<file path="config.mk">
export PLATFORM = sky130hd
export DESIGN_NAME = rtkm_front
export DESIGN_NICKNAME = d
export VERILOG_FILES = /design/src/rtl/rtkm_pkg.sv /design/src/rtl/rtkm_front.sv
export SDC_FILE = /design/constraint.sdc
export NUM_CORES = 1
export LEC_CHECK = 0
export BUFFER_PORTS_ARGS = -buffer_cell sky130_fd_sc_hd__buf_2
export CORE_MARGIN = 5
export CORE_UTILIZATION = 55
export CTS_CLUSTER_DIAMETER = 200
export DETAILED_ROUTE_END_ITERATION = 6
export PLACE_DENSITY = 0.83
export SYNTH_ARGS = -nofsm -noshare
export SYNTH_HDL_FRONTEND = slang
export SYNTH_SLANG_ARGS = --single-unit
</file>
<file path="constraint.sdc">
create_clock -name clock -period 11.7 [get_ports clock]
set_input_delay 2.34 -clock clock [delete_from_list [all_inputs] [get_ports clock]]
set_output_delay 2.34 -clock clock [all_outputs]
set_load 0.05 [all_outputs]
</file>
<file path="src/rtl/rtkm_pkg.sv">
package rtkm_pkg;

   localparam int NODE_COUNT       = 64;
   localparam int ENTRIES_PER_NODE = 256;
   localparam int DATA_W           = 32;
   localparam int KEY_W            = 32;
   localparam int BYTE_W           = $clog2(ENTRIES_PER_NODE);
   localparam int NODE_W           = $clog2(NODE_COUNT);
   localparam int CNT_W            = $clog2(NODE_COUNT + 1);
   localparam int ADDR_W           = NODE_W + BYTE_W;
   localparam int STORE_DEPTH      = NODE_COUNT * ENTRIES_PER_NODE;
   localparam int QUEUE_DEPTH      = 2;
   localparam int QPTR_W           = (QUEUE_DEPTH > 1) ? $clog2(QUEUE_DEPTH) : 1;
   localparam int QCNT_W           = $clog2(QUEUE_DEPTH + 1);

   // operation codes on req_tuser
   localparam logic CMD_PUT = 1'b0;
   localparam logic CMD_GET = 1'b1;

   // status codes on rsp_tuser
   localparam logic STAT_DONE      = 1'b0;
   localparam logic STAT_POOL_FULL = 1'b1;

   typedef struct packed {
      logic              is_get;
      logic [KEY_W-1:0]  map_key;
      logic [DATA_W-1:0] put_value;
   } item_type;

   // engine -> front control
   typedef struct packed {
      logic pop;
      logic clear_busy;
   } eng_ctl_type;

   // key byte for a trie level, most significant byte at level 0
   function automatic logic [BYTE_W-1:0] key_byte(input logic [KEY_W-1:0] key,
                                                  input logic [1:0] level);
      logic [KEY_W-1:0] shifted;
      begin
         case (level)
            2'd0:    shifted = key >> 24;
            2'd1:    shifted = key >> 16;
            2'd2:    shifted = key >> 8;
            default: shifted = key;
         endcase
         key_byte = shifted[BYTE_W-1:0] & 8'hFF;
      end
   endfunction

endpackage

</file>
<file path="src/rtl/rtkm_front.sv">
module rtkm_front
   import rtkm_pkg::*;
(
   input  logic         clock,
   input  logic         reset,
   input  logic         req_tvalid,
   output logic         req_tready,
   input  logic [63:0]  req_tdata,   // map_key [31:0], put_value [63:32]
   input  logic         req_tuser,   // cmd
   input  eng_ctl_type  eng_ctl,
   output logic         q_valid,
   output item_type     q_item
);

   item_type           queue_ff [QUEUE_DEPTH];
   logic [QPTR_W-1:0]  wr_ptr_ff, wr_ptr_in;
   logic [QPTR_W-1:0]  rd_ptr_ff, rd_ptr_in;
   logic [QCNT_W-1:0]  count_ff, count_in;
   logic               push;
   logic               pop;
   item_type           new_item;

   assign req_tready = (count_ff != QCNT_W'(QUEUE_DEPTH)) && !eng_ctl.clear_busy;
   assign push       = req_tvalid && req_tready;
   assign pop        = eng_ctl.pop && q_valid;
   assign q_valid    = (count_ff != '0);
   assign q_item     = queue_ff[rd_ptr_ff];

   // classify: decode the operation once here
   always_comb begin
      new_item.is_get    = (req_tuser == CMD_GET);
      new_item.map_key   = req_tdata[31:0];
      new_item.put_value = req_tdata[63:32];
   end

   always_comb begin
      wr_ptr_in = wr_ptr_ff;
      rd_ptr_in = rd_ptr_ff;
      count_in  = count_ff;
      if (push) begin
         wr_ptr_in = (wr_ptr_ff == QPTR_W'(QUEUE_DEPTH - 1)) ? '0 : wr_ptr_ff + 1'b1;
      end
      if (pop) begin
         rd_ptr_in = (rd_ptr_ff == QPTR_W'(QUEUE_DEPTH - 1)) ? '0 : rd_ptr_ff + 1'b1;
      end
      if (push && !pop) begin
         count_in = count_ff + 1'b1;
      end else if (pop && !push) begin
         count_in = count_ff - 1'b1;
      end
   end

   always_ff @(posedge clock) begin
      if (reset) begin
         wr_ptr_ff <= '0;
         rd_ptr_ff <= '0;
         count_ff  <= '0;
      end else begin
         wr_ptr_ff <= wr_ptr_in;
         rd_ptr_ff <= rd_ptr_in;
         count_ff  <= count_in;
      end
   end

   always_ff @(posedge clock) begin
      if (push) begin
         queue_ff[wr_ptr_ff] <= new_item;
      end
   end

endmodule

</file>
# ---- Word level (Yosys, flattened, before mapping)
# Memory sizes are Yosys's and may differ from the RTL's. A register that Yosys moved wholly into a read port is not among the register bits.
# Index checks and enable logic that the tools add are counted.
# Widths: inputs -> output; s select.
dict set report totals {
  wordCells 27
  memories 1
  ff_bits 4
  ram_bits 130
}
# name words word_bits read_ports rd_ports_with_merged_regs wr line
set memory_table {}
lappend memory_table {queue_ff 2 65 1 1 1 rtkm_front.sv:15} ;# item_type queue_ff [QUEUE_DEPTH];
dict set report op_classes {
  n_reduce_logical 10
  eq_ne 1
  addsub 4
  mux 8
}
# op count
set op_table {}
lappend op_table {{$mux 1} 6}
lappend op_table {{$logic_and 1x1->1} 5}
lappend op_table {{$mux 2} 2}
lappend op_table {{$reduce_bool 2->1} 2}
lappend op_table {{$logic_not 1->1} 3}
lappend op_table {{$add 1x1->1 const B} 2}
lappend op_table {{$add 2x1->2 const B} 1}
lappend op_table {{$ne 2x2->1 const B} 1}
lappend op_table {{$sub 2x1->2 const B} 1}

# ---- Longest topological paths before layout
dict set report logic_depth {
  word_depth 7
  mapped_depth 6
}

# ---- Worst setup path after synthesis
# Ideal clock, no wire load.
dict set report synth_timing {
  kind {input-to-reg}
  startpoint {input eng_ctl[0] (netlist name)}
  endpoint {memory queue_ff[0][0] (netlist name), enable pin}
  cell_stages 2
  t_required_ns 11.204
  path_slack_ns 5.714
  setup_ns 0.496
  arrival_ns 5.490
  path_cell_list {nor3b_4 -> nor2b_1}
}
dict set report synth_between {
  elab_chain_cells 5
}
# element line
set synth_lines {}
lappend synth_lines {{start: declaration} rtkm_front.sv:10} ;# input eng_ctl_type eng_ctl,
lappend synth_lines {{$logic_not 1->1} rtkm_front.sv:23} ;# assign req_tready = (count_ff != QCNT_W'(QUEUE_DEPTH)) && !eng_ctl.clear_busy;
lappend synth_lines {{$logic_and 1x1->1} rtkm_front.sv:23}
lappend synth_lines {{$logic_and 1x1->1} rtkm_front.sv:24} ;# assign push = req_tvalid && req_tready;
lappend synth_lines {{$mux 1} rtkm_front.sv:66} ;# if (push) begin
lappend synth_lines {{$mux 1 (not written as such)} rtkm_front.sv:67} ;# queue_ff[wr_ptr_ff] <= new_item;
lappend synth_lines {{end: declaration} rtkm_front.sv:15}
# No other way between the ends.

# ---- Worst setup path after layout
dict set report layout_timing {
  startpoint {input eng_ctl[0] (netlist name)}
  endpoint {output req_tready}
}
dict set report layout_between {
  elab_chain_cells 2
}
# element line
set layout_lines {}
lappend layout_lines {{$logic_not 1->1} rtkm_front.sv:23}
lappend layout_lines {{$logic_and 1x1->1} rtkm_front.sv:23}
lappend layout_lines {{end: declaration} rtkm_front.sv:7} ;# output logic req_tready,
# No other way between the ends.

==> flow_summary.json <==
{
  "maxSlewViolCount": 0,
  "drc_errors": 0,
  "relSlewSlack_pct": 46.73,
  "detail-route-antenna-nets": 0,
  "leakagePower_nw": 2.357,
  "r2r_setup_slack_ns": 9.28,
  "whs_ns": 0.5104,
  "drv_cap": 0,
  "firstDrtPassIters": 4,
  "clock_latency_ns": 0.50,
  "powerDensity_nw_per_um2": 250.8,
  "crit_arrival_ns": 2.81,
  "criticalPathCategory": "input port to output pin",
  "cts_sinks": 135,
  "cts_made_buffers": 17,
  "p_int_mw": 1.021,
  "fp.dieH_microns": 104.6,
  "grt_max_degree": 44,
  "finish.instance_area_sq_um": 6297,
  "status": "finished, final reports clean",
  "syn_to_final_growth_pct": 27.84,
  "viasPerCell": 5.150,
  "r2r-start": "count_ff[1]$_SDFFE_PP0P_",
  "wl_per_cell_microns": 17.59,
  "num_vias": 2570,
  "dp_hpwl_mm": 5.736,
  "vdd_drop_max_uv": 162.9,
  "placed_cell_area_sq_um": 5727,
  "holdCritPathClass": "register to register",
  "place.gp.congestion": 0.6953,
  "clkPwrFrac_pct": 31.6,
  "fin_cells": 499,
  "synth.cell_area_sq_um": 4926,
  "grt_overflow": 0,
  "htree_levels": 4,
  "synthCells": 227,
  "final_hold_viol_count": 0,
  "yosys.area.top_type_share_pct": 79.25,
  "fillers": 526,
  "sequentialPowerShare_pct": 38.1,
  "place_ws_ns": 6.552,
  "yosysUniqueCellTypes": 17,
  "yosysWarnings": 0,
  "fp-row-count": 34,
  "min_from": "rd_ptr_ff$_SDFFE_PP0P_",
  "finClkSkew_ns": 0.008860,
  "crit_fanout": 2,
  "ctsHoldBuffers": 0,
  "synthTopCellsByArea": "edfxtp_1, mux2_2, dfxtp_1, buf_4, xor2_1",
  "setup_viol": 0,
  "whs_path_depth": 2,
  "worstReg2RegEnd": "queue_ff[0][12]$_DFFE_PP_",
  "placedCellCount": 467,
  "syn_area_per_cell_sq_um": 21.70,
  "cts_root_buf": "clkbuf_8",
  "rsz0062_at_grt": "false",
  "grt_pass1_wl_mm": 13.88,
  "worstMarginPinSlew_ns": 0.7974,
  "dieArea_sq_um": 10950,
  "antenna_found_initial": 0,
  "finalWirelength_mm": 8.778,
  "worst-r2r-cell-count": 4,
  "finalCritPeriodShare_pct": 44.02,
  "core_area_sq_um": 8721,
  "ys_ff_latch": 135,
  "num_antenna_cells": 0,
  "comb_power_share_pct": 30.3,
  "postCtsSetupBuffers": 0,
  "fin_tns_setup_ns": 0,
  "grt_pass1_vias": 2811,
  "drt-initial-drc-count": 85,
  "worst_setup_path_end_kind": "output pin",
  "post_cts_resize_count": 0,
  "sw_frac_of_total_pct": 35.34,
  "fmax_mhz": 194.2,
  "grt_usage_pct": 16.37,
  "power_switching_mw": 0.5582,
  "timing.final.ws_setup_ns": 6.550,
  "num-nets-final": 449,
  "ioPinCount": 137,
  "min_to": "rd_ptr_ff$_SDFFE_PP0P_",
  "tritoncts": "done",
  "clkTransAtPathRegs_ns": 0.06,
  "initial_core_util_pct": 56.48,
  "drive_above_1_share_pct": 61.38,
  "cp-start-kind": "input port",
  "syn-num-nets": 298,
  "port_buffers": 136,
  "die_x_microns": 104.6,
  "period_needed_ns": 5.150,
  "synth-seq-area-share_pct": 81.28,
  "synth_top_area_cell": "edfxtp_1",
  "cp.required_ns": 9.36,
  "cts.path.max_buffers": 2
}
==> Yosys cell counts, drive strengths merged <==
master / instances
o21ai: 2
or2: 1
nor2b: 3
and2: 1
xor2: 3
edfxtp: 130
ha: 1
buf: 7
dfxtp: 5
or3: 1
nor2: 5
mux2: 66
a21oi: 1
nor3b: 1
==> final cells by class <==
type | instances | area, sq um | share of cell area [%]
clock inverters | 13 | 148.9 | 2.364
clock buffers | 19 | 421.7 | 6.696
multi-input cells | 85 | 883.3 | 14.03
well taps | 108 | 135.1 | 2.146
repair buffers | 139 | 703.2 | 11.17
flip-flops and latches | 135 | 4005 | 63.60
==> per-stage QoR <==
stage               utilization (%)  power, mW
floorplan                         -     0.9987
global placement              65.67      1.086
detailed placement            65.67      1.093
CTS                           72.21      1.597
global route                  72.21      1.642
finish                        72.21      1.579
==> worst max-delay path, stage by stage <==
cell and delay, ns:
buf_2 0.12, nor2_1 0.09, buf_2 0.26
==> worst max-delay path by stage <==
stage | slack, ns | cells after the start | endpoint | startpoint
final | 6.55 | 3 | req_tready | eng_ctl[0]
after detailed placement | 6.55 | 3 | req_tready | eng_ctl[0]
after global placement | 6.55 | 3 | req_tready | eng_ctl[0]
after floorplan | 5.71 | 2 | queue_ff[0][0]$_DFFE_PP_ | eng_ctl[0]
after CTS | 6.55 | 3 | req_tready | eng_ctl[0]
after global routing | 6.51 | 3 | req_tready | eng_ctl[0]
==> cell families (layout without fill, tap and decap cells) <==
group / count (synthesis) / in the layout / synth area share (%)
AOI/OAI and AO/OA: 3 / 3 / 0.3047
xor gates and xnor gates: 3 / 3 / 0.5335
adders and majority gates: 1 / 1 / 0.2540
buffers and inverters: 7 / 171 / 0.9653
DFF: 135 / 135 / 81.28
muxes: 66 / 66 / 15.09
and+or+nand+nor: 12 / 12 / 1.575
==> flip-flops by register name (all words and copies together), names as in the netlist, named ones only <==
| register | cells |
|---|---|
| rd_ptr_ff | 1 |
| queue_ff | 130 |
| wr_ptr_ff | 1 |
| count_ff | 2 |
==> metal layers <==
layer | global-route usage [%] | up-vias | routed length (microns) | part of all wire [%]
li1 | - | 1199 | - | -
met1 | 19.45 | 1263 | 3417 | 39
met2 | 27.10 | 102 | 4598 | 52
met3 | 6.535 | 6 | 708 | 8.1
met4 | 6.027 | 0 | 54 | 0.62
met5 | 0 | - | 0 | 0
==> cell usage in the layout, fill, tap and decap left out, drive strengths merged <==
master,instances
a21oi,1
buf,139
mux2,66
nor2,5
bufinv,2
clkinvlp,3
nor3b,1
or3,1
inv,3
xor2,3
nor2b,3
clkbuf,19
edfxtp,130
dfxtp,5
clkinv,5
and2,1
ha,1
o21ai,2
or2,1
==> power groups by stage <==
stage,combinational [mW],sequential [mW],clock [mW]
after floorplan,0.400,0.599,0
after global placement,0.478,0.608,0
after detailed placement,0.481,0.612,0
after CTS,0.484,0.602,0.510
after global routing,0.502,0.605,0.535
final,0.479,0.601,0.499
Note: power is estimated with default switching activity, not from simulation.
