**config.mk**
```make
export PLATFORM = sky130hd
export DESIGN_NAME = rtkm_engine
export DESIGN_NICKNAME = d
export VERILOG_FILES = /design/src/rtl/rtkm_pkg.sv /design/src/rtl/rtkm_engine.sv
export SDC_FILE = /design/constraint.sdc
export NUM_CORES = 1
export LEC_CHECK = 0
export BUFFER_PORTS_ARGS = -buffer_cell sky130_fd_sc_hd__buf_4
export CAP_MARGIN = 20
export CORE_MARGIN = 3
export CORE_UTILIZATION = 47
export CTS_CLUSTER_SIZE = 10
export DETAILED_ROUTE_END_ITERATION = 6
export PLACE_DENSITY = 0.76
export SYNTH_ARGS = -nofsm -noshare
export SYNTH_HDL_FRONTEND = slang
export SYNTH_SLANG_ARGS = --single-unit
```
**constraint.sdc**
```tcl
create_clock -name clock -period 5.7 [get_ports clock]
set_clock_uncertainty 0.2 [all_clocks]
set_input_delay 0.285 -clock clock [delete_from_list [all_inputs] [get_ports clock]]
set_output_delay 0.285 -clock clock [all_outputs]
set_load 0.05 [all_outputs]
```
**src/rtl/rtkm_pkg.sv**
```systemverilog
package rtkm_pkg;

   localparam int NODE_COUNT       = 64;
   localparam int ENTRIES_PER_NODE = 256;
   localparam int DATA_W           = 32;
   localparam int KEY_W            = 32;
   localparam int BYTE_W           = $clog2(ENTRIES_PER_NODE);
   localparam int NODE_W           = $clog2(NODE_COUNT);
   localparam int CNT_W            = $clog2(NODE_COUNT + 1);
   localparam int ADDR_W           = NODE_W + BYTE_W;
   localparam int STORE_DEPTH      = NODE_COUNT * ENTRIES_PER_NODE;
   localparam int QUEUE_DEPTH      = 2;
   localparam int QPTR_W           = (QUEUE_DEPTH > 1) ? $clog2(QUEUE_DEPTH) : 1;
   localparam int QCNT_W           = $clog2(QUEUE_DEPTH + 1);

   // operation codes on req_tuser
   localparam logic CMD_PUT = 1'b0;
   localparam logic CMD_GET = 1'b1;

   // status codes on rsp_tuser
   localparam logic STAT_DONE      = 1'b0;
   localparam logic STAT_POOL_FULL = 1'b1;

   typedef struct packed {
      logic              is_get;
      logic [KEY_W-1:0]  map_key;
      logic [DATA_W-1:0] put_value;
   } item_type;

   // engine -> front control
   typedef struct packed {
      logic pop;
      logic clear_busy;
   } eng_ctl_type;

   // key byte for a trie level, most significant byte at level 0
   function automatic logic [BYTE_W-1:0] key_byte(input logic [KEY_W-1:0] key,
                                                  input logic [1:0] level);
      logic [KEY_W-1:0] shifted;
      begin
         case (level)
            2'd0:    shifted = key >> 24;
            2'd1:    shifted = key >> 16;
            2'd2:    shifted = key >> 8;
            default: shifted = key;
         endcase
         key_byte = shifted[BYTE_W-1:0] & 8'hFF;
      end
   endfunction

endpackage

```
**src/rtl/rtkm_engine.sv**
```systemverilog
module rtkm_engine
   import rtkm_pkg::*;
(
   input  logic               clock,
   input  logic               reset,
   input  logic               q_valid,
   input  item_type           q_item,
   output eng_ctl_type        eng_ctl,
   output logic               ram_we,
   output logic [ADDR_W-1:0]  ram_addr,
   output logic [DATA_W-1:0]  ram_wdata,
   input  logic [DATA_W-1:0]  ram_rdata,
   output logic               rsp_tvalid,
   input  logic               rsp_tready,
   output logic [DATA_W-1:0]  rsp_tdata,
   output logic               rsp_tuser
);

   localparam logic [2:0] ST_CLEAR = 3'd0;
   localparam logic [2:0] ST_IDLE  = 3'd1;
   localparam logic [2:0] ST_READ  = 3'd2;
   localparam logic [2:0] ST_WAIT  = 3'd3;
   localparam logic [2:0] ST_DONE  = 3'd4;

   logic [2:0]         state_ff, state_in;
   logic [ADDR_W-1:0]  clr_addr_ff, clr_addr_in;
   logic [CNT_W-1:0]   in_use_ff, in_use_in;
   logic               is_get_ff, is_get_in;
   logic [KEY_W-1:0]   key_ff, key_in;
   logic [DATA_W-1:0]  value_ff, value_in;
   logic [NODE_W-1:0]  node_ff, node_in;
   logic [1:0]         level_ff, level_in;
   logic [DATA_W-1:0]  res_value_ff, res_value_in;
   logic               res_status_ff, res_status_in;
   logic               rsp_valid_ff, rsp_valid_in;
   logic [DATA_W-1:0]  rsp_value_ff, rsp_value_in;
   logic               rsp_status_ff, rsp_status_in;

   logic [BYTE_W-1:0]  cur_byte;
   logic [ADDR_W-1:0]  cur_addr;
   logic [NODE_W-1:0]  link_node;
   logic               pool_full;
   logic               rsp_load;

   assign cur_byte  = key_byte(key_ff, level_ff);
   assign cur_addr  = {node_ff, cur_byte};
   // a link at or above the pool size counts as absent
   assign link_node = (ram_rdata < DATA_W'(NODE_COUNT)) ? ram_rdata[NODE_W-1:0] : '0;
   assign pool_full = (in_use_ff >= CNT_W'(NODE_COUNT));
   assign rsp_load  = (state_ff == ST_DONE) && (!rsp_valid_ff || rsp_tready);

   always_comb begin
      state_in      = state_ff;
      clr_addr_in   = clr_addr_ff;
      in_use_in     = in_use_ff;
      is_get_in     = is_get_ff;
      key_in        = key_ff;
      value_in      = value_ff;
      node_in       = node_ff;
      level_in      = level_ff;
      res_value_in  = res_value_ff;
      res_status_in = res_status_ff;
      ram_we        = 1'b0;
      ram_addr      = cur_addr;
      ram_wdata     = value_ff;
      eng_ctl.pop        = 1'b0;
      eng_ctl.clear_busy = (state_ff == ST_CLEAR);

      case (state_ff)
         ST_CLEAR: begin
            ram_we      = 1'b1;
            ram_addr    = clr_addr_ff;
            ram_wdata   = '0;
            clr_addr_in = clr_addr_ff + 1'b1;
            if (clr_addr_ff == '1) begin
               state_in = ST_IDLE;
            end
         end
         ST_IDLE: begin
            if (q_valid) begin
               eng_ctl.pop = 1'b1;
               is_get_in   = q_item.is_get;
               key_in      = q_item.map_key;
               value_in    = q_item.put_value;
               node_in     = '0;
               level_in    = '0;
               state_in    = ST_READ;
            end
         end
         ST_READ: begin
            if (!is_get_ff && (level_ff == 2'd3)) begin
               // leaf write for a put
               ram_we        = 1'b1;
               ram_wdata     = value_ff;
               res_value_in  = '0;
               res_status_in = STAT_DONE;
               state_in      = ST_DONE;
            end else begin
               state_in = ST_WAIT;
            end
         end
         ST_WAIT: begin
            if (level_ff == 2'd3) begin
               res_value_in  = ram_rdata;
               res_status_in = STAT_DONE;
               state_in      = ST_DONE;
            end else if (link_node != '0) begin
               node_in  = link_node;
               level_in = level_ff + 1'b1;
               state_in = ST_READ;
            end else if (is_get_ff) begin
               res_value_in  = '0;
               res_status_in = STAT_DONE;
               state_in      = ST_DONE;
            end else if (pool_full) begin
               res_value_in  = '0;
               res_status_in = STAT_POOL_FULL;
               state_in      = ST_DONE;
            end else begin
               // hand out the next node and link it in
               ram_we    = 1'b1;
               ram_wdata = DATA_W'(in_use_ff);
               node_in   = in_use_ff[NODE_W-1:0];
               in_use_in = in_use_ff + 1'b1;
               level_in  = level_ff + 1'b1;
               state_in  = ST_READ;
            end
         end
         ST_DONE: begin
            if (rsp_load) begin
               state_in = ST_IDLE;
            end
         end
         default: begin
            state_in = ST_IDLE;
         end
      endcase
   end

   always_comb begin
      rsp_valid_in  = rsp_valid_ff;
      rsp_value_in  = rsp_value_ff;
      rsp_status_in = rsp_status_ff;
      if (rsp_load) begin
         rsp_valid_in  = 1'b1;
         rsp_value_in  = res_value_ff;
         rsp_status_in = res_status_ff;
      end else if (rsp_tready) begin
         rsp_valid_in = 1'b0;
      end
   end

   always_ff @(posedge clock) begin
      if (reset) begin
         state_ff     <= ST_CLEAR;
         clr_addr_ff  <= '0;
         in_use_ff    <= CNT_W'(1);
         rsp_valid_ff <= 1'b0;
      end else begin
         state_ff     <= state_in;
         clr_addr_ff  <= clr_addr_in;
         in_use_ff    <= in_use_in;
         rsp_valid_ff <= rsp_valid_in;
      end
   end

   always_ff @(posedge clock) begin
      is_get_ff     <= is_get_in;
      key_ff        <= key_in;
      value_ff      <= value_in;
      node_ff       <= node_in;
      level_ff      <= level_in;
      res_value_ff  <= res_value_in;
      res_status_ff <= res_status_in;
      rsp_value_ff  <= rsp_value_in;
      rsp_status_ff <= rsp_status_in;
   end

   assign rsp_tvalid = rsp_valid_ff;
   assign rsp_tdata  = rsp_value_ff;
   assign rsp_tuser  = rsp_status_ff;

endmodule

```
== Word level (Yosys, flattened, before mapping) ==
Index checks and enable logic that the tools add are counted.
Cells by class
  add/subtract/negate cells: 3
  $mul: 0
  divide/modulo/power cells: 0
  magnitude comparators: 2
  equality and inequality tests: 17
  shifts and indexed selects: 0
  muxes and demuxes: 51
  bitwise operators: 4
  reductions and logical operators: 16
Operator list (number)
  two-way mux 32 bit: 9
  one-hot mux 32 bit (2 select lines): 2
  two-way mux 6 bit: 6
  less-than comparator 32 x 7 -> 1 bit, second input constant: 1
  two-way mux 3 bit: 8
  one-hot mux 8 bit (3 select lines): 1
  one-hot mux 3 bit (5 select lines): 1
  adder 14 x 1 -> 14 bit, second input constant: 1
  == test 14 bit, second input constant: 1
  two-way mux 1 bit: 14
  two-way mux 14 bit: 1
  one-hot mux 6 bit (2 select lines): 1
  two-way mux 2 bit: 5
  AND reduction 5 bit: 2
  != test 3 bit, second input constant: 3
  != test 2 bit, second input constant: 4
  adder 7 x 1 -> 7 bit, second input constant: 1
  >= comparator 7 bit, second input constant: 1
  == test 3 x 2 -> 1 bit, second input constant: 2
  nonzero test 2 bit: 3
  nonzero test 6 bit: 1
  == test 2 bit, second input constant: 2
  != test 4 bit, second input constant: 1
  inverter 1 bit: 4
  other kinds (16): 18
Word-level totals
  flip-flop bits (word level): 164
  latch bits: 0
  RAM bits: 0
  ROM bits: 0
  input port bits: 101
  output and inout bits: 83
  word-level logic and storage cells: 106
  memories kept: 0

== Logic depth before layout (Yosys ltp) ==
Gate-level depths: netlist of the first run.
  depth after elaboration: 6
  depth in mapped cells: 7
  depth with buffers taken out: 6

== Least setup slack after synthesis of the first run ==
Ideal clock, no wire load.
  kind: register -> register
  from: register state_ff[0]
  to: register level_ff[0], enable pin
  setup time: 0.330 ns
  arrival: 6.486 ns
  required time: 5.170 ns
  path slack: -1.316 ns
  stages on the path, launching flop included: 5
  buffers on the path: 1
  clock period less this slack: 7.016 ns
  cells stage by stage: dfxtp_1 buf_1 nand2_1 nor3_1 a21o_1
On the way
  longest elaborated chain between the ends: 3
  elaborated cells on any way between the ends: 8
  those cells by class: eq/ne (6); reduce/logical (2)
Ends and longest elaborated chain
  from (decl): line rtkm_engine.sv:25  | logic [2:0] state_ff, state_in;
  from (signal assigned): line rtkm_engine.sv:160  | state_ff <= state_in;
  == test 3 x 2 -> 1 bit / == test 3 x 1 -> 1 bit (equally long branches): line rtkm_engine.sv:69  | case (state_ff)
  != test 3 bit (no source line) (tied with other cells)
  AND reduction 5 bit (no source line) (*)
  to (signal assigned): line rtkm_engine.sv:172  | level_ff <= level_in;
  to (decl): line rtkm_engine.sv:32  | logic [1:0] level_ff, level_in;
Mark *: on every way between the ends. The rest lies on a longest branch, timed or not.
A chain may end at the register's enable or synchronous reset.

== Final worst setup path of the first run ==
  from: input port ram_rdata[25]
  to: output port ram_wdata[14]
On the way
  longest elaborated chain between the ends: 6
Ends and longest elaborated chain
  from (decl): line rtkm_engine.sv:12  | input logic [DATA_W-1:0] ram_rdata,
  less-than comparator 32 x 7 -> 1 bit: line rtkm_engine.sv:48  | assign link_node = (ram_rdata < DATA_W'(NODE_COUNT)) ? ram_rdata[NODE_W-1:0] : '0;
  two-way mux 6 bit: line rtkm_engine.sv:48
  nonzero test 6 bit: line rtkm_engine.sv:107  | end else if (link_node != '0) begin
  two-way mux 32 bit: line rtkm_engine.sv:107
  two-way mux 32 bit: line rtkm_engine.sv:103  | if (level_ff == 2'd3) begin
  one-hot mux 32 bit (2 select lines): line rtkm_engine.sv:69
  to (decl): line rtkm_engine.sv:11  | output logic [DATA_W-1:0] ram_wdata,
No other way between the ends.

==> results.md, run 1 <==
Timing:
- The number of hold violations in the final report was 0.
- The final count of negative-setup-slack endpoints is 0.
- Dividing the final minimum period by the clock period gives 0.614.
- The post-route minimum period is 3.50 ns.
- Hold is met by 0.0387 ns.
- The max-slew violation count is 0.
- The least setup slack across all paths after layout is 2.20 ns.
- The maximum clock frequency is 286 MHz.
- For the pin with the worst max-slew slack, the measured transition is 0.895 ns.
- Setup repair after global routing left no endpoint under its margin.
- The remaining max-slew budget at the tightest pin is 0.402.
- The post-route setup TNS is 0 ns.

Clock tree:
- The CTS buffer count is 17.
- The number of sinks handled by clock tree synthesis is 164.
- CTS built an H-tree with a depth of 4.
- After clock tree synthesis, the clock-pin slew on the worst setup and hold paths is 0.06 ns.
- The clock root buffer is sky130_fd_sc_hd__clkbuf_16.
- TritonCTS built the clock tree.
- The number of buffers between clock root and the deepest sink is 2.
- For the worst-skew pair, the clock arrives at the later sink with an insertion delay of 0.42 ns.

Logic synthesis:
- A synthesized cell averages 13.5 um^2.
- Among all flip-flop cells after synthesis, the most frequent one is sky130_fd_sc_hd__edfxtp_1.
- The number of nets handed over by synthesis was 601.
- The register bit count reported by yosys is 164.
- The cell count after synthesis came out at 493.
- After synthesis, the netlist uses 47 different library cells.
- The mapped netlist covers 6670 um^2.
- The share of synthesized area occupied by flip-flops and latches is 0.700.
- For this run, the number of Yosys warnings is 0.
- In this run, synthesis inferred 139 flip-flops with an integrated enable.
- The fraction of synthesis flops using an asynchronous set or reset pin is 0.

Global route:
- The global-route usage over all layers is 0.219.
- The global-route wire length before repair is 27000 um.
- The aggregate global routing overflow is 0.
- The number of global-route vias before repair was 5234.
- The number of antenna violations at the first check in global routing came to 0.
- Entering global routing, the biggest net connects 68 pins.

Detailed routing:
- The via density per instance is 5.34.
- The average detailed-routed wire length per instance is 17.9 um.
- The first detailed-routing pass ran for 5 iterations.
- After the first detailed-routing iteration, the DRC count stood at 440.
- The total wire length after detailed routing is 17100 um.
- The overall via count from detail_route is 5107.
- The DRC violations left is 0.
- In this run the remaining antenna-violating nets after routing total 0.

Place:
- Before CTS, the worst setup slack after placement is 2.53 ns.
- Routability-driven placement finished with a final weighted congestion of 0.820.
- The estimated wirelength of the detail-placed design is 10700 um.
- The number of port buffers is 183.
- Summing all placed instances gives a cell area of 8220 um^2.

Run status:
- The run finished with clean final reports.

Floorplan:
- The number of placement rows is 42.
- The boundary pin count is 184.
- The die boundary width is 125 um.
- The floorplan step defined a core boundary enclosing 13600 um^2.
- The floorplan step defined a die boundary enclosing 15700 um^2.
- From bottom edge to top edge, the die measures 125 um.
- The starting utilization of the core area is 0.492.

Power:
- The combinational power share is 0.057.
- The analysis attributes to cell leakage a power of 3.87 nW.
- The switching part of the total power is 0.202.
- VDD sags by at most 0.198 mV.
- For this design the total switching power over the nets is 488 uW.
- The register share of total power is 0.535.
- The internal power of the cells totals 1.93 mW.
- The power per standard cell area is 248 nW/um^2.
- Of the total power, the clock network draws 0.408.

Worst setup path:
- The buffers plus inverters on the worst setup path is 4.
- Traced cell by cell, the critical path runs through dlygate4sd3_1, buf_4, nor4_1, and4_1, a31oi_4, buf_12, nor3b_1, buf_4.
- The family with the most delay on the worst path is simple AND/OR/NAND/NOR gates.
- The slowest cell on the critical path is sky130_fd_sc_hd__and4_1.
- At the worst endpoint, the required time is 5.22 ns.
- The biggest fanout along the worst timing path is 33.
- The cell with the most instances on the worst path is sky130_fd_sc_hd__buf_4.
- The data arrival time of the worst path is 3.01 ns.
- The kind of critical path is input pin to output pin.
- The maximum cell stage delay along the critical path is 0.59 ns.
- The sort of element at the end of the critical path is an output pin.
- STA classifies the critical path startpoint as an input pin.

Finish:
- In the final layout, the share of cells above drive strength 1 is 0.291.
- Compared with the post-synthesis result, the final layout area differs by 46.0%.
- The post-route cell area is 9740 um^2.
- The final net count is 876.
- 0 antenna diodes ended up in the layout.

Flow run:
- The number of maximum-capacitance constraint violations is 0.

Worst hold path:
- The path class of the tightest hold or removal check is input pin to register.
routing by layer:
metal	wire length (um)	vias to the layer above	track usage
met1	6910	2467	0.271
met5	0	-	0
li1	-	2386	-
met4	261	0	0.0657
met2	8480	234	0.368
met3	1480	20	0.0725
registers in the layout (all words and copies together), names as in the netlist:
register and cells:
node_ff 6, rsp_tuser 1, rsp_tvalid 1, value_ff 32, level_ff 2, res_status_ff 1, clr_addr_ff 14, res_value_ff 32
rsp_tdata 32, state_ff 3, key_ff 32, is_get_ff 1, in_use_ff 7
through the flow:
step	util	cells	total power [mW]
4_1_cts	0.715	954	2.42
6_report	0.719	956	2.42
3_5_place_dp	0.607	826	1.40
2_1_floorplan	-	493	1.34
3_3_place_gp	0.607	826	1.40
5_1_grt	0.719	956	2.50
power groups by stage:
| stage | combinational (mW) | sequential [mW] | clock, mW |
|---|---|---|---|
| 6_report | 0.138 | 1.29 | 0.987 |
| 5_1_grt | 0.148 | 1.29 | 1.06 |
| 4_1_cts | 0.135 | 1.29 | 0.994 |
| 3_5_place_dp | 0.0813 | 1.32 | 0 |
| 3_3_place_gp | 0.0787 | 1.32 | 0 |
| 2_1_floorplan | 0.0179 | 1.32 | 0 |
worst paths after layout:
kind                                                      from  cells after the start  slack (ns)                      endpoint
worst max-delay path                             ram_rdata[25]                      8        2.20                 ram_wdata[14]
worst min-delay path                                     reset                      2        0.04   clr_addr_ff[2]$_SDFFE_PP0P_
worst max register to register        state_ff[2]$_SDFFE_PP0P_                      5        3.16  clr_addr_ff[13]$_SDFFE_PP0P_
worst min register to register  res_value_ff[13]$_SDFFCE_PN0P_                      0        0.22       rsp_tdata[13]$_DFFE_PP_
cells in the mapped netlist, types with 7 or more instances:
cell type / number / area (um^2)
sky130_fd_sc_hd__o211a_1: 8 / 80.1
sky130_fd_sc_hd__o21ai_0: 9 / 45.0
sky130_fd_sc_hd__dfxtp_1: 25 / 500
sky130_fd_sc_hd__mux2i_1: 8 / 80.1
sky130_fd_sc_hd__o31ai_1: 7 / 52.6
sky130_fd_sc_hd__a21oi_1: 16 / 80.1
sky130_fd_sc_hd__nor2_1: 26 / 97.6
sky130_fd_sc_hd__edfxtp_1: 139 / 4170
sky130_fd_sc_hd__nor4_1: 10 / 62.6
sky130_fd_sc_hd__nor3b_1: 26 / 195
sky130_fd_sc_hd__clkbuf_1: 25 / 93.8
sky130_fd_sc_hd__nand2_1: 42 / 158
sky130_fd_sc_hd__inv_1: 14 / 52.6
sky130_fd_sc_hd__ha_1: 7 / 87.6
sky130_fd_sc_hd__a21o_1: 8 / 60.1
sky130_fd_sc_hd__and2_1: 33 / 206
sky130_fd_sc_hd__xnor2_1: 7 / 61.3
sky130_fd_sc_hd__a222oi_1: 8 / 80.1
sky130_fd_sc_hd__nand3_1: 15 / 75.1
cell usage in the layout (no fill, tap or decap), types with 14 or more instances in the layout:
master	n
sky130_fd_sc_hd__clkbuf_16	17
sky130_fd_sc_hd__nor3b_1	26
sky130_fd_sc_hd__nand3_1	15
sky130_fd_sc_hd__nand2_1	42
sky130_fd_sc_hd__nor2_1	25
sky130_fd_sc_hd__dfxtp_1	25
sky130_fd_sc_hd__dlygate4sd3_1	97
sky130_fd_sc_hd__edfxtp_1	139
sky130_fd_sc_hd__inv_1	14
sky130_fd_sc_hd__buf_4	187
sky130_fd_sc_hd__and2_1	33
sky130_fd_sc_hd__a21oi_1	16
timing repair:
item | CTS | global route
setup buffers | 0 | 0
hold endpoints to repair | 97 | 0
endpoints found under the setup margin | 0 | 0
gates resized for setup | 0 | 0
hold buffers | 97 | 0
layout make-up:
type / count / area (um^2)
clock buffers: 20 / 437
multi-input cells: 283 / 1870
fillers: 859 / 3810
flip-flops and latches: 164 / 4670
inverters: 16 / 60.1
well taps: 176 / 220
repair buffers: 286 / 2420
clock inverters: 11 / 65.1
cells by family after synthesis:
group                      synth area share
buffers and inverters                0.0262
muxes                                0.0187
AOI/OAI and AO/OA                    0.0782
xor gates and xnor gates             0.0118
and+or+nand+nor                       0.151
adders and majority gates            0.0131
DFF                                   0.700
Note: power is estimated with default switching activity, not from simulation.
==> run 2: changes to the inputs <==
==> constraint.sdc (replaced) <==
create_clock -name clock -period 2.8 [get_ports clock]
set_clock_uncertainty 0.2 [all_clocks]
set_input_delay 0.14 -clock clock [delete_from_list [all_inputs] [get_ports clock]]
set_output_delay 0.14 -clock clock [all_outputs]
set_load 0.05 [all_outputs]
==> run 2 against run 1 <==
Effect of this change:
- sequential power is 100% higher
- power is 120% higher
- clock power is 140% higher
- global-route usage is 0.41 points higher
- via count is 0.92% higher
- flip-flop and latch count stayed put
- setup slack worse by 2.1 ns
- register-to-register slack worse by 2.7 ns
- largest cell class unchanged
==> results.md, run 2 (same netlist as run 1, synthesis figures left out) <==
Run status:
- Outcome: finished, final reports clean (unchanged).

Place:
- The estimated wirelength of the detail-placed design is 10500 um (was 10700 um).
- The number of port buffers came to 183 (unchanged).
- The number of instances in the placed design is 834 (was 826).
- The final RePlAce weighted congestion came to 0.800 (was 0.820).

Global route:
- The pin count of the biggest net entering global routing was 66 (was 68).
- The global-route usage over all layers is 0.223 (was 0.219).
- The global-route wire length before repair is 27600 um (was 27000 um).
- The aggregate global routing overflow was 0 (unchanged).
- The number of global-route vias before repair is 5291 (was 5234).
- The number of antenna violations at the first check in global routing is 0 (unchanged).

Power:
- The maximum ir drop on the vdd rail came to 0.537 mV (was 0.198 mV).
- The post-layout total power is 5.28 mW (was 2.42 mW).
- The leakage component of the power is 4.07 nW (was 3.87 nW).
- The power per standard cell area is 517 nW/um^2 (was 248 nW/um^2).

Finish:
- The final cell count without fillers is 971 (was 956).
- The area added between synthesis and finish is 53.1% (was 46.0%).
- The proportion of layout cells with a drive suffix above 1 was 0.358 (was 0.291).
- The most common cell after layout, fill and taps aside is sky130_fd_sc_hd__buf_4 (unchanged).
- The antenna diode count is 0 (unchanged).
- Most frequent cells in the layout: 183 x sky130_fd_sc_hd__buf_4, 139 x sky130_fd_sc_hd__edfxtp_1, 100 x sky130_fd_sc_hd__dlygate4sd3_1 (was 187 x sky130_fd_sc_hd__buf_4, 139 x sky130_fd_sc_hd__edfxtp_1, 97 x sky130_fd_sc_hd__dlygate4sd3_1).
- The final net count is 890 (was 876).

Detailed routing:
- The first-pass iteration count of the detailed router was 7 (was 5).
- The via density per instance is 5.31 (was 5.34).
- The total wire length after detailed routing is 17500 um (was 17100 um).
- The residual antenna-violating net count after detailed routing is 0 (unchanged).
- The violation count after the first detailed-routing iteration is 475 (was 440).
- The DRC violations left was 0 (unchanged).
- The average detailed-routed wire length per instance came to 18.0 um (was 17.9 um).
- The overall via count from detail_route is 5154 (was 5107).

Timing:
- The actual slew at the worst max-slew pin is 1.07 ns (was 0.895 ns).
- Unrepaired setup endpoints after global routing: no (unchanged).
- The final count of negative-setup-slack endpoints came to 0 (unchanged).
- The remaining max-slew budget at the tightest pin is 0.284 (was 0.402).
- For the finished layout, the period the worst path requires is 2.73 ns.
- The post-route setup TNS is 0 ns (unchanged).
- The number of hold violations in the final report came to 0 (unchanged).
- The post-route fraction of the period consumed by the critical path is 0.973.
- Timing would allow up to 367 MHz.
- The max-slew violation count is 0 (unchanged).

Clock tree:
- The clock transition at the registers of the reported paths is 0.07 ns (was 0.06 ns).
- The clock latency on the worst-skew pair was 0.42 ns (about the same).
- The CTS buffer count is 17 (unchanged).
- The clock root buffer is sky130_fd_sc_hd__clkbuf_16 (unchanged).
- The total number of H-tree levels is 4 (unchanged).
- The number of sinks handled by clock tree synthesis is 164 (unchanged).
- The TritonCTS clock tree is built (unchanged).
- The number of buffers between clock root and the deepest sink is 2 (unchanged).

Worst hold path:
- The class of the tightest hold or removal check is register to register (was input pin to register).

Worst setup path:
- The data arrival time of the worst path is 2.39 ns (was 3.01 ns).
- The sort of element at the start of the critical path is a register (was input pin).
- The biggest fanout along the worst timing path is 13 (was 33).
- The kind of critical path is register to output pin (was input pin to output pin).
- The required time of the critical path is 2.46 ns (was 5.22 ns).
- The sort of element at the end of the critical path is an output pin (unchanged).

Floorplan:
- The number of placement rows is 42 (unchanged).
- The overall die height is 125 um (unchanged).
- The die boundary width was 125 um (unchanged).
- The starting utilization of the core area came to 0.492 (unchanged).
- The placeable core area is 13600 um^2 (unchanged).
- The die footprint is 15700 um^2 (unchanged).
- The boundary pin count is 184 (unchanged).

Flow run:
- The number of maximum-capacitance constraint violations is 0 (unchanged).
## run 2: cell count changes in the layout (fill, tap and decap cells not counted), moves of 4 or more
| cell | delta |
|---|---|
| sky130_fd_sc_hd__buf_4 | -4 |
| sky130_fd_sc_hd__nor3b_2 | +26 |
| sky130_fd_sc_hd__inv_6 | +5 |
| sky130_fd_sc_hd__clkinv_1 | -4 |
| sky130_fd_sc_hd__nor3b_1 | -26 |
| sky130_fd_sc_hd__mux2i_1 | -4 |
| sky130_fd_sc_hd__buf_6 | +13 |
## run 2: layout make-up
cell class	instances	area [um^2]
Clock inverter	12	143
Sequential cell	164	4680
Inverter	16	60.1
Clock buffer	20	457
Fill cell	806	3340
Multi-Input combinational cell	283	2040
Timing Repair Buffer	300	2610
Tap cell	176	220
## run 2: repair_timing
| action | in CTS | in global routing |
|---|---|---|
| gates cloned | 1 | 0 |
| setup endpoints to repair | 21 | 25 |
| setup buffers | 2 | 2 |
| endpoints found under the hold margin | 125 | 0 |
| hold buffers | 100 | 0 |
| resized for setup | 4 | 18 |
| pin swaps | 0 | 2 |
## run 2: where the power goes
group          internal [mW]  switching, mW  total (mW)
clock                   1.38          0.974        2.36
combinational          0.194         0.0948       0.288
sequential              2.63        0.00585        2.63
## run 2: through the flow
stage	instance area, um^2	hold slack [ns]	worst slack, ns	utilization
6_report	10200	0.219	0.0748	0.754
5_1_grt	10200	0.222	0.00301	0.754
4_1_cts	10100	0.216	0.0264	0.747
3_5_place_dp	8480	0.119	0.287	0.625
3_3_place_gp	8480	0.118	0.372	0.625
2_1_floorplan	6850	0.0389	-0.482	-
## run 2: critical path: stages (launching register included)
cell and delay [ns]:
sky130_fd_sc_hd__edfxtp_1 0.42, sky130_fd_sc_hd__ha_2 0.21, sky130_fd_sc_hd__and4bb_2 0.33, sky130_fd_sc_hd__nand2_2 0.11
sky130_fd_sc_hd__a31oi_4 0.22, sky130_fd_sc_hd__buf_12 0.19, sky130_fd_sc_hd__mux2i_2 0.28, sky130_fd_sc_hd__buf_6 0.19
## run 2: path summary, 6_finish.rpt
| check | from | to | slack, ns | depth (start not counted) |
|---|---|---|---|---|
| setup reg to reg | level_ff[1]$_SDFFCE_PN0P_ | res_value_ff[11]$_SDFFCE_PN0P_ | 0.47 | 4 |
| setup / recovery | level_ff[1]$_SDFFCE_PN0P_ | ram_wdata[5] | 0.07 | 7 |
| hold reg to reg | res_value_ff[9]$_SDFFCE_PN0P_ | rsp_tdata[9]$_DFFE_PP_ | 0.22 | 0 |
| hold / removal | res_value_ff[9]$_SDFFCE_PN0P_ | rsp_tdata[9]$_DFFE_PP_ | 0.22 | 0 |
## run 2: per-layer routing
metal	wire, um	part of all wire	vias to the layer above	global-route usage
li1	-	-	2420	-
met1	7410	0.42	2461	0.300
met2	8300	0.47	249	0.350
met3	1490	0.085	24	0.0678
met4	296	0.017	0	0.0721
met5	0	0	-	0
